### src/sv/gve_pkg.sv
package gve_pkg;

   // Fixed geometry of one group
   localparam int unsigned LANES  = 4;
   localparam int unsigned VAL_W  = 32;
   localparam int unsigned BYTE_W = 8;
   localparam int unsigned CODE_W = 2;
   localparam int unsigned LEN_W  = 5;
   localparam int unsigned LANE_W = 2;

   // Group length is the header byte plus one byte per value at minimum
   localparam logic [LEN_W-1:0] MIN_LEN = LEN_W'(LANES + 1);

   typedef logic [VAL_W-1:0]  value_type;
   typedef logic [CODE_W-1:0] code_type;
   typedef logic [BYTE_W-1:0] byte_type;
   typedef logic [LEN_W-1:0]  len_type;
   typedef logic [LANE_W-1:0] lane_type;

   // One analyzed group, as passed from the merge stage to the emitter
   typedef struct packed {
      value_type [LANES-1:0] vals;
      code_type  [LANES-1:0] codes;
      byte_type              header;
      len_type               total;
   } group_type;

   // Handshake between the merge stage and the emitter
   typedef struct packed {
      logic pending;
      logic load;
   } xfer_type;

endpackage

### src/sv/gve_lane.sv
module gve_lane (
   input  gve_pkg::value_type value,
   output gve_pkg::code_type  code
);
   import gve_pkg::*;

   // Find the highest nonzero byte; a zero value still takes one byte
   always_comb begin
      if (|value[31:24]) begin
         code = 2'd3;
      end else if (|value[23:16]) begin
         code = 2'd2;
      end else if (|value[15:8]) begin
         code = 2'd1;
      end else begin
         code = 2'd0;
      end
   end

endmodule

### src/sv/gve_merge.sv
module gve_merge (
   input  logic                           clock,
   input  logic                           reset,
   input  logic                           accept,
   input  gve_pkg::value_type [3:0]       vals,
   input  gve_pkg::code_type  [3:0]       codes,
   input  logic                           load,
   output logic                           pending,
   output gve_pkg::group_type             group
);
   import gve_pkg::*;

   logic      valid_ff, valid_in;
   group_type group_ff, group_in;
   len_type   sum;

   // Combine the lane codes: header packs the first value's code into the top bits
   always_comb begin
      sum = MIN_LEN;
      for (int i = 0; i < LANES; i++) begin
         sum = sum + len_type'(codes[i]);
      end
      group_in.vals   = vals;
      group_in.codes  = codes;
      group_in.header = {codes[0], codes[1], codes[2], codes[3]};
      group_in.total  = sum;
   end

   // Hold one analyzed group until the emitter takes it
   assign valid_in = accept | (valid_ff & ~load);

   always_ff @(posedge clock) begin
      if (reset) begin
         valid_ff <= 1'b0;
      end else begin
         valid_ff <= valid_in;
      end
   end

   always_ff @(posedge clock) begin
      if (accept) begin
         group_ff <= group_in;
      end
   end

   assign pending = valid_ff;
   assign group   = group_ff;

endmodule

### src/sv/gve_emit.sv
module gve_emit (
   input  logic                clock,
   input  logic                reset,
   input  gve_pkg::group_type  group,
   input  logic                pending,
   output logic                load,
   output logic                strobe,
   output gve_pkg::byte_type   out_byte,
   output logic                last_byte,
   output gve_pkg::len_type    group_length,
   output gve_pkg::len_type    count
);
   import gve_pkg::*;

   logic      valid_ff, valid_in;
   logic      hdr_ff, hdr_in;
   lane_type  lane_ff, lane_in;
   code_type  byte_ff, byte_in;
   len_type   count_ff, count_in;
   group_type cur_ff;
   value_type cur_val;
   logic      at_last;

   assign at_last = valid_ff & (count_ff + 5'd1 == cur_ff.total);
   assign load    = pending & (~valid_ff | at_last);

   // Advance through header, then each lane's bytes low byte first
   always_comb begin
      valid_in = valid_ff;
      hdr_in   = hdr_ff;
      lane_in  = lane_ff;
      byte_in  = byte_ff;
      count_in = count_ff;
      if (load) begin
         valid_in = 1'b1;
         hdr_in   = 1'b1;
         lane_in  = '0;
         byte_in  = '0;
         count_in = '0;
      end else if (at_last) begin
         valid_in = 1'b0;
      end else if (valid_ff) begin
         count_in = count_ff + 5'd1;
         if (hdr_ff) begin
            hdr_in = 1'b0;
         end else if (byte_ff == cur_ff.codes[lane_ff]) begin
            lane_in = lane_ff + 2'd1;
            byte_in = '0;
         end else begin
            byte_in = byte_ff + 2'd1;
         end
      end
   end

   always_ff @(posedge clock) begin
      if (reset) begin
         valid_ff <= 1'b0;
         hdr_ff   <= 1'b0;
         lane_ff  <= '0;
         byte_ff  <= '0;
         count_ff <= '0;
      end else begin
         valid_ff <= valid_in;
         hdr_ff   <= hdr_in;
         lane_ff  <= lane_in;
         byte_ff  <= byte_in;
         count_ff <= count_in;
      end
   end

   always_ff @(posedge clock) begin
      if (load) begin
         cur_ff <= group;
      end
   end

   // Select the byte on the output
   assign cur_val = cur_ff.vals[lane_ff];

   always_comb begin
      if (hdr_ff) begin
         out_byte = cur_ff.header;
      end else begin
         case (byte_ff)
            2'd0:    out_byte = cur_val[7:0];
            2'd1:    out_byte = cur_val[15:8];
            2'd2:    out_byte = cur_val[23:16];
            default: out_byte = cur_val[31:24];
         endcase
      end
   end

   assign strobe       = valid_ff;
   assign last_byte    = at_last;
   assign group_length = cur_ff.total;
   assign count        = count_ff;

endmodule

### src/sv/group_varint_encode_4x32.sv
// Channel   Ports                                   Transfer
// -------   -------------------------------------   ------------------------
// request   start, busy, req_value_a..d            start high, busy low
// response  rsp_strobe, rsp_out_byte,              one byte per strobe cycle,
//           rsp_last_byte, rsp_group_length         receiver cannot stall
//
// A group of 5 to 17 bytes leaves one byte per cycle from the emitter, and the
// output port sets the sustained rate. One analyzed group waits in the merge
// register while the emitter drains the previous one, so groups leave back to
// back. When the block is idle an accepted group passes the merge register
// and the emitter register before its header byte is on the output. busy is
// high only while a group waits and the emitter is not on its final byte.
// Synchronous reset clears all control state.
module group_varint_encode_4x32 (
   input  logic                clock,
   input  logic                reset,
   input  logic                start,
   output logic                busy,
   input  gve_pkg::value_type  req_value_a,
   input  gve_pkg::value_type  req_value_b,
   input  gve_pkg::value_type  req_value_c,
   input  gve_pkg::value_type  req_value_d,
   output logic                rsp_strobe,
   output gve_pkg::byte_type   rsp_out_byte,
   output logic                rsp_last_byte,
   output gve_pkg::len_type    rsp_group_length
);
   import gve_pkg::*;

   value_type [LANES-1:0] vals;
   code_type  [LANES-1:0] codes;
   group_type             group;
   xfer_type              xfer;
   logic                  accept;
   len_type               count;

   assign vals = {req_value_d, req_value_c, req_value_b, req_value_a};

   // One length finder per value
   for (genvar i = 0; i < LANES; i++) begin : g_lane
      gve_lane u_lane (
         .value (vals[i]),
         .code  (codes[i])
      );
   end

   assign busy   = xfer.pending & ~xfer.load;
   assign accept = start & ~busy;

   gve_merge u_merge (
      .clock   (clock),
      .reset   (reset),
      .accept  (accept),
      .vals    (vals),
      .codes   (codes),
      .load    (xfer.load),
      .pending (xfer.pending),
      .group   (group)
   );

   gve_emit u_emit (
      .clock        (clock),
      .reset        (reset),
      .group        (group),
      .pending      (xfer.pending),
      .load         (xfer.load),
      .strobe       (rsp_strobe),
      .out_byte     (rsp_out_byte),
      .last_byte    (rsp_last_byte),
      .group_length (rsp_group_length),
      .count        (count)
   );

   // An accepted group starts or continues output once past the merge and emitter registers
   a_accept_emits: assert property (@(posedge clock) disable iff (reset)
      accept |-> ##2 rsp_strobe)
      else $error("no output after accepted group");

   // A group is never cut short
   a_no_gap: assert property (@(posedge clock) disable iff (reset)
      rsp_strobe && !rsp_last_byte |=> rsp_strobe && $stable(rsp_group_length))
      else $error("group output broken before final byte");

   // The final byte falls exactly at the group length
   a_last_count: assert property (@(posedge clock) disable iff (reset)
      rsp_strobe && rsp_last_byte |-> count + 5'd1 == rsp_group_length
         && rsp_group_length >= MIN_LEN)
      else $error("final byte at wrong position");

endmodule
### config.mk
export PLATFORM = sky130hd
export DESIGN_NAME = group_varint_encode_4x32
export DESIGN_NICKNAME = d
export VERILOG_FILES = /design/src/sv/gve_pkg.sv /design/src/sv/gve_lane.sv /design/src/sv/gve_merge.sv /design/src/sv/gve_emit.sv /design/src/sv/group_varint_encode_4x32.sv
export SDC_FILE = /design/constraint.sdc
export NUM_CORES = 1
export LEC_CHECK = 0
export BUFFER_PORTS_ARGS = -buffer_cell sky130_fd_sc_hd__buf_2
export CAP_MARGIN = 20
export CORE_UTILIZATION = 57
export DETAILED_ROUTE_END_ITERATION = 7
export GPL_TIMING_DRIVEN = 0
export PLACE_DENSITY = 0.88
export SETUP_SLACK_MARGIN = 0.02
export SLEW_MARGIN = 20
export SYNTH_ARGS = -nofsm -noshare
export SYNTH_HDL_FRONTEND = slang
export SYNTH_SLANG_ARGS = --single-unit
### constraint.sdc
create_clock -name clock -period 10.7 [get_ports clock]
set_input_delay 2.14 -clock clock [delete_from_list [all_inputs] [get_ports clock]]
set_output_delay 2.14 -clock clock [all_outputs]
set_load 0.03 [all_outputs]
==> impl_metrics.py, run 1 <==
metrics = {
    "sta": {
        "maxSlewViolCount": 0,
        "tightest_slew_ns": 0.743,
        "period_needed_ns": 5.26,
        "setup_viol": 0,
        "fin_crit_sh_pct": 49.1,
        "finalHoldViolations": 0,
        "rsz0062_at_grt": "no",
        "slew_headroom_pct": 50.0,
        "finClkSkew_ns": 0.0159,
        "fin_worst_hold_slack_ns": 0.407,
        "max_freq_mhz": 190,
    },
    "clock_tree": {
        "clk_path_buf_depth": 3,
        "cts_made_buffers": 28,
        "cts_tree": "yes",
        "cts_setup_buffers": 0,
        "cts_sinks": 294,
        "holdBufCountCts": 0,
        "clk_pin_slew_ns": 0.07,
        "root_buffer": "clkbuf_16",
        "cts_resized": 0,
        "clk_latency_ns": 0.53,
        "htreeDepth": 1,
    },
    "finish": {
        "diodes": 0,
        "nFillCells": 1150,
        "area_growth_pct": 20.2,
        "most-common-layout-cells": "edfxtp_1, buf_2, mux4_2, clkbuf_16, nand2_1",
        "final_cell_area_sq_mm": 0.0130,
        "layout_commonest_cell": "edfxtp_1",
        "layout-drive-gt1-share_pct": 32.4,
        "layoutNonFillerInstCount": 983,
        "nNetsFinal": 875,
    },
    "outcome": {
        "outcome": "completed",
    },
    "global_route": {
        "grt_start_max_net_pins": 33,
        "grt_pass1_vias": 5892,
        "antenna_found_initial": 0,
        "use_met1_pct": 30.5,
        "grt_usage_pct": 23.0,
        "grt_pass1_wl_microns": 33200,
        "grt_overflow": 0,
        "grt-busiest-layer": "met2",
        "use_met3_pct": 3.10,
        "grt_use_met2_pct": 39.8,
    },
    "yosys": {
        "synthArstFlopShare_pct": 0,
        "yosys-top-cells-area": "edfxtp_1, mux4_2, dfxtp_1",
        "synth_warnings": 0,
        "avgSynthCellArea_sq_um": 20.0,
        "syn-cell-area_sq_mm": 0.0108,
        "syn_inst": 542,
        "yosysTopAreaCell": "edfxtp_1",
        "synth_top_cell_area_share_pct": 78.2,
        "ys_ff_latch": 294,
        "synth_top_flop_cell": "edfxtp_1",
        "synth-seq-area-share_pct": 80.4,
        "syn_nets": 687,
        "synth_edf_count": 282,
        "synth_cell_types": 44,
    },
    "setup_path": {
        "worstPathRequired_ns": 8.56,
        "critPathMaxStageDelay_ns": 0.55,
        "crit_arrival_ns": 3.12,
        "crit_fanout": 10,
        "crit_path_top_delay_cell": "clkbuf_1",
        "crit_chain": "buf_2 -> clkbuf_1 -> mux4_2 -> a222oi_1 -> nor2_1 -> a21oi_1 -> o21ai_0 -> buf_2",
        "crit_top_cell": "buf_2",
        "cp-start-kind": "register",
        "crit_family": "buffers and inverters",
        "cp_num_buf_inv": 3,
        "crit_type": "reg2out",
        "endpoint_kind": "output pin",
    },
    "drt": {
        "routed_wl_microns": 21900,
        "wl_per_cell_microns": 22.3,
        "avgViaCountPerCell": 5.88,
        "dr.pass1.iters": 7,
        "postRouteAntennaNets": 0,
        "drc": 0,
        "via_count": 5778,
        "drt-initial-drc-count": 448,
    },
    "power": {
        "power_density_mw_per_mm2": 186,
        "vdd.ir_drop.worst_v": 0.000167,
        "leakagePower_uw": 0.00454,
    },
    "floorplan": {
        "die_h_microns": 140,
        "num_rows": 50,
        "core_sq_mm": 0.0186,
        "pin_count": 147,
        "initial_utilization_pct": 58.1,
        "dieArea_sq_mm": 0.0196,
        "fp.dieW_microns": 140,
    },
    "min_path": {
        "hold_class": "reg2reg",
    },
    "placed_design": {
        "dpl.hpwl_microns": 15400,
        "dpl_cell_area_sq_mm": 0.0122,
        "place.gp.congestion": 0.859,
        "dp_cells": 934,
        "portBuffers": 146,
    },
    "run": {
        "drv_cap": 0,
    },
}
[synth_stat cells, types with 9 or more instances]
cell type    n
ha_1        10
a21oi_1     14
nor2_1      21
or4_1       14
mux4_2      32
dfxtp_1     12
nand2_1     23
o21ai_0     11
nor4_1      10
edfxtp_1   282
inv_1       14
o211ai_1     9
clkbuf_1    10
[layer usage]
metal	share of wire, %	up-vias
li1	-	2575
met1	39	2868
met2	52	298
met3	7.1	37
met4	2.3	0
met5	0	-
[state kept, by name, indices dropped and copies added (netlist names)]
name / count
u_emit.lane_ff: 2
u_emit.group_length: 5
u_merge.pending: 1
u_emit.count: 5
u_emit.strobe: 1
u_emit.byte_ff: 2
u_merge.group: 141
u_emit.hdr_ff: 1
u_emit.cur_ff: 136
[final cells by class]
| type | instances | area (sq um) | area share (%) |
|---|---|---|---|
| Sequential cell | 294 | 8710 | 66.9 |
| Clock buffer | 33 | 741 | 5.69 |
| Buffer | 23 | 129 | 0.989 |
| Tap cell | 234 | 293 | 2.25 |
| Timing Repair Buffer | 158 | 1010 | 7.76 |
| Multi-Input combinational cell | 210 | 1960 | 15.0 |
| Inverter | 15 | 56.3 | 0.432 |
| Clock inverter | 16 | 133 | 1.02 |
[kinds of logic after synthesis]
kind of cell	share of synthesized area [%]
buf+inv	1.71
compound gates	3.73
xor+xnor	0.808
mux	7.11
flops	80.4
simple gates	4.37
fa+ha+maj	1.89
[per-stage QoR]
stage | utilization, % | TNS, ns | power, uW | setup slack, ns
after detailed placement | 65.2 | 0 | 1520 | 5.45
after CTS | 69.9 | 0 | 2450 | 5.47
after floorplan | - | 0 | 1450 | 1.80
final | 69.9 | 0 | 2430 | 5.44
after global routing | 69.9 | 0 | 2500 | 5.33
after global placement | 63.6 | -53.45 | 1510 | -0.392
[final timing paths]
path / cells after the start / start / end / slack, ns
setup reg to reg: 10 / u_emit.count[0] / u_merge.group[132] / 7.65
hold reg to reg: 0 / u_merge.group[52] / u_emit.cur_ff[52] / 0.41
setup / recovery: 8 / u_emit.lane_ff[1] / rsp_out_byte[5] / 5.44
hold / removal: 0 / u_merge.group[52] / u_emit.cur_ff[52] / 0.41
[where the power goes]
group / internal (uW) / total (uW) / switching [uW]
clock network: 540 / 934 / 394
logic: 56.6 / 144 / 86.9
registers: 1330 / 1350 / 19.8
No activity file was read; power rests on OpenSTA's default activity.
==> run 2: changes to the inputs <==
--- a/config.mk
+++ b/config.mk
@@ -5,12 +5,13 @@
 export SDC_FILE = /design/constraint.sdc
 export NUM_CORES = 1
 export LEC_CHECK = 0
+export ABC_AREA = 1
 export BUFFER_PORTS_ARGS = -buffer_cell sky130_fd_sc_hd__buf_2
 export CAP_MARGIN = 20
-export CORE_UTILIZATION = 57
+export CORE_UTILIZATION = 52
 export DETAILED_ROUTE_END_ITERATION = 7
 export GPL_TIMING_DRIVEN = 0
-export PLACE_DENSITY = 0.88
+export PLACE_DENSITY = 0.85
 export SETUP_SLACK_MARGIN = 0.02
 export SLEW_MARGIN = 20
 export SYNTH_ARGS = -nofsm -noshare
==> constraint.sdc (replaced) <==
create_clock -name clock -period 4.7 [get_ports clock]
set_input_delay 0.94 -clock clock [delete_from_list [all_inputs] [get_ports clock]]
set_output_delay 0.94 -clock clock [all_outputs]
set_load 0.03 [all_outputs]
==> impl_metrics.py, run 2 <==
metrics = {
    "drt": {
        "routed_wl_microns": 24100,
        "avgViaCountPerCell": 5.62,
        "via_count": 6844,
        "drc": 0,
        "wl_per_cell_microns": 19.8,
        "postRouteAntennaNets": 0,
        "drt-initial-drc-count": 834,
        "dr.pass1.iters": 6,
    },
    "yosys": {
        "synth-seq-area-share_pct": 78.9,
        "syn-cell-area_sq_mm": 0.0110,
        "synth_warnings": 0,
        "yosysTopAreaCell": "edfxtp_1",
        "synth_cell_types": 33,
        "synth_edf_count": 282,
        "syn_inst": 747,
        "synth_common_cells": "edfxtp_1, nand2_1, nand3_1, nor2_1, o21ai_0",
        "ys_ff_latch": 294,
        "yosys-top-cells-area": "edfxtp_1, nand2_1, nand3_1",
        "syn_nets": 892,
        "synth_most_common_cell": "edfxtp_1",
        "synth_top_flop_cell": "edfxtp_1",
        "synthArstFlopShare_pct": 0,
        "synth_top_cell_area_share_pct": 76.7,
        "avgSynthCellArea_sq_um": 14.8,
    },
    "min_path": {
        "hold_class": "reg2reg",
        "hp-start": "u_merge.group[89]",
    },
    "run": {
        "drv_cap": 0,
    },
    "setup_path": {
        "crit_type": "reg2out",
        "r2r_slack_ns": 1.90,
        "worstPathRequired_ns": 3.76,
        "endpoint_kind": "output pin",
        "crit_arrival_ns": 2.68,
        "ff2ff_path_depth": 12,
        "crit_family": "buffers and inverters",
        "cp.depth": 7,
        "cp_num_buf_inv": 3,
        "critPathMaxStageDelay_ns": 0.46,
        "timing.critical_path.from": "u_emit.byte_ff[1]",
        "rr_endpoint": "u_merge.group[45]",
        "crit_path_top_delay_cell": "clkbuf_1",
        "crit_fanout": 10,
        "timing.rr.start": "u_emit.count[0]",
        "cp-start-kind": "register",
        "crit_end": "rsp_out_byte[7]",
        "crit_chain": "ha_1 -> buf_1 -> clkbuf_1 -> o221ai_1 -> nand3_1 -> nand2_1 -> buf_2",
    },
    "clock_tree": {
        "htreeDepth": 1,
        "clk_path_buf_depth": 3,
        "cts_sinks": 294,
        "cts_setup_buffers": 0,
        "cts_tree": "yes",
        "holdBufCountCts": 0,
        "cts_resized": 0,
        "cts_made_buffers": 28,
        "clk_pin_slew_ns": 0.06,
        "clk_latency_ns": 0.55,
        "root_buffer": "clkbuf_16",
    },
    "sta": {
        "rsz0062_at_grt": "no",
        "maxSlewViolCount": 0,
        "tightest_slew_ns": 0.656,
        "slew_headroom_pct": 55.9,
        "finClkSkew_ns": 0.0162,
        "fin_crit_sh_pct": 77.0,
        "fin_worst_hold_slack_ns": 0.413,
        "setup_ws_ns": 1.08,
        "max_freq_mhz": 276,
        "setup_viol": 0,
        "finalHoldViolations": 0,
        "period_needed_ns": 3.62,
    },
    "global_route": {
        "grt_pass1_vias": 6665,
        "antenna_found_initial": 0,
        "grt_start_max_net_pins": 111,
        "grt_overflow": 0,
        "grt_usage_pct": 22.4,
        "grt_pass1_wl_microns": 36200,
    },
    "power": {
        "power.total_uw": 5830,
        "leakagePower_uw": 0.00485,
        "vdd.ir_drop.worst_v": 0.000363,
        "power_density_mw_per_mm2": 442,
    },
    "outcome": {
        "outcome": "completed",
    },
    "floorplan": {
        "dieArea_sq_mm": 0.0218,
        "pin_count": 147,
        "initial_utilization_pct": 53.9,
        "die_h_microns": 148,
        "fp.dieW_microns": 148,
        "num_rows": 52,
        "core_sq_mm": 0.0205,
    },
    "finish": {
        "nNetsFinal": 1070,
        "most-common-layout-cells": "edfxtp_1, buf_2, nand2_1, nand3_1, nor2_1",
        "diodes": 0,
        "post-route-util_pct": 64.4,
        "nFillCells": 1341,
        "layoutNonFillerInstCount": 1217,
        "area_growth_pct": 19.6,
        "layout-drive-gt1-share_pct": 25.0,
        "largest_reg_flops": 141,
        "layout_commonest_cell": "edfxtp_1",
    },
    "placed_design": {
        "dp_cells": 1165,
        "place.gp.congestion": 0.891,
        "portBuffers": 146,
        "dpl.hpwl_microns": 16100,
        "pre_cts_ws_ns": 0.703,
    },
}
## run 2: logic make-up (layout without fill, tap and decap cells)
| family | after synthesis | count (layout) | synth area share (%) |
|---|---|---|---|
| adder cells (fa/ha/maj) | 14 | 14 | 1.86 |
| flip-flops | 294 | 294 | 78.9 |
| AND/OR/NAND/NOR | 278 | 278 | 11.6 |
| buffers and inverters | 63 | 263 | 2.60 |
| XOR/XNOR | 2 | 2 | 0.159 |
| AO/OA/AOI/OAI | 96 | 96 | 4.93 |
## run 2: how the worst min path moves through the flow
stage | to | cells after the start
global placement | u_emit.group_length[1] | 0
finish | u_emit.cur_ff[89] | 0
global route | u_emit.cur_ff[72] | 0
floorplan | u_emit.cur_ff[100] | 0
detailed placement | u_emit.cur_ff[100] | 0
CTS | u_emit.cur_ff[48] | 0
## run 2: layer usage
layer | global-route usage (%) | vias to the layer above | wire length [microns]
li1 | - | 3118 | -
met1 | 28.0 | 3204 | 9030
met2 | 37.7 | 446 | 11600
met3 | 4.35 | 76 | 2440
met4 | 10.8 | 0 | 1040
met5 | 0 | - | 0
## run 2: final cells by class
class | count | area [sq um] | area share [%]
clock buffer | 32 | 737 | 5.58
buffer | 34 | 178 | 1.35
multi-input combinational | 390 | 2050 | 15.5
timing repair buffer | 148 | 786 | 5.95
inverter | 29 | 121 | 0.919
clock inverter | 20 | 287 | 2.17
sequential | 294 | 8710 | 66.0
tap | 270 | 338 | 2.56
## run 2: metrics by stage
step / setup TNS (ns) / area (sq um)
3_3_place_gp: -273.46 / 12100
3_5_place_dp: 0 / 12200
2_1_floorplan: 0 / 11000
5_1_grt: 0 / 13200
4_1_cts: 0 / 13200
6_report: 0 / 13200
## run 2: power breakdown
group	internal (uW)	total, uW	leakage [uW]	switching (uW)
logic	94.4	304	0.00160	210
clock network	1510	2450	0.000496	937
registers	3040	3080	0.00276	45.5
total	4640	5830	0.00485	1190
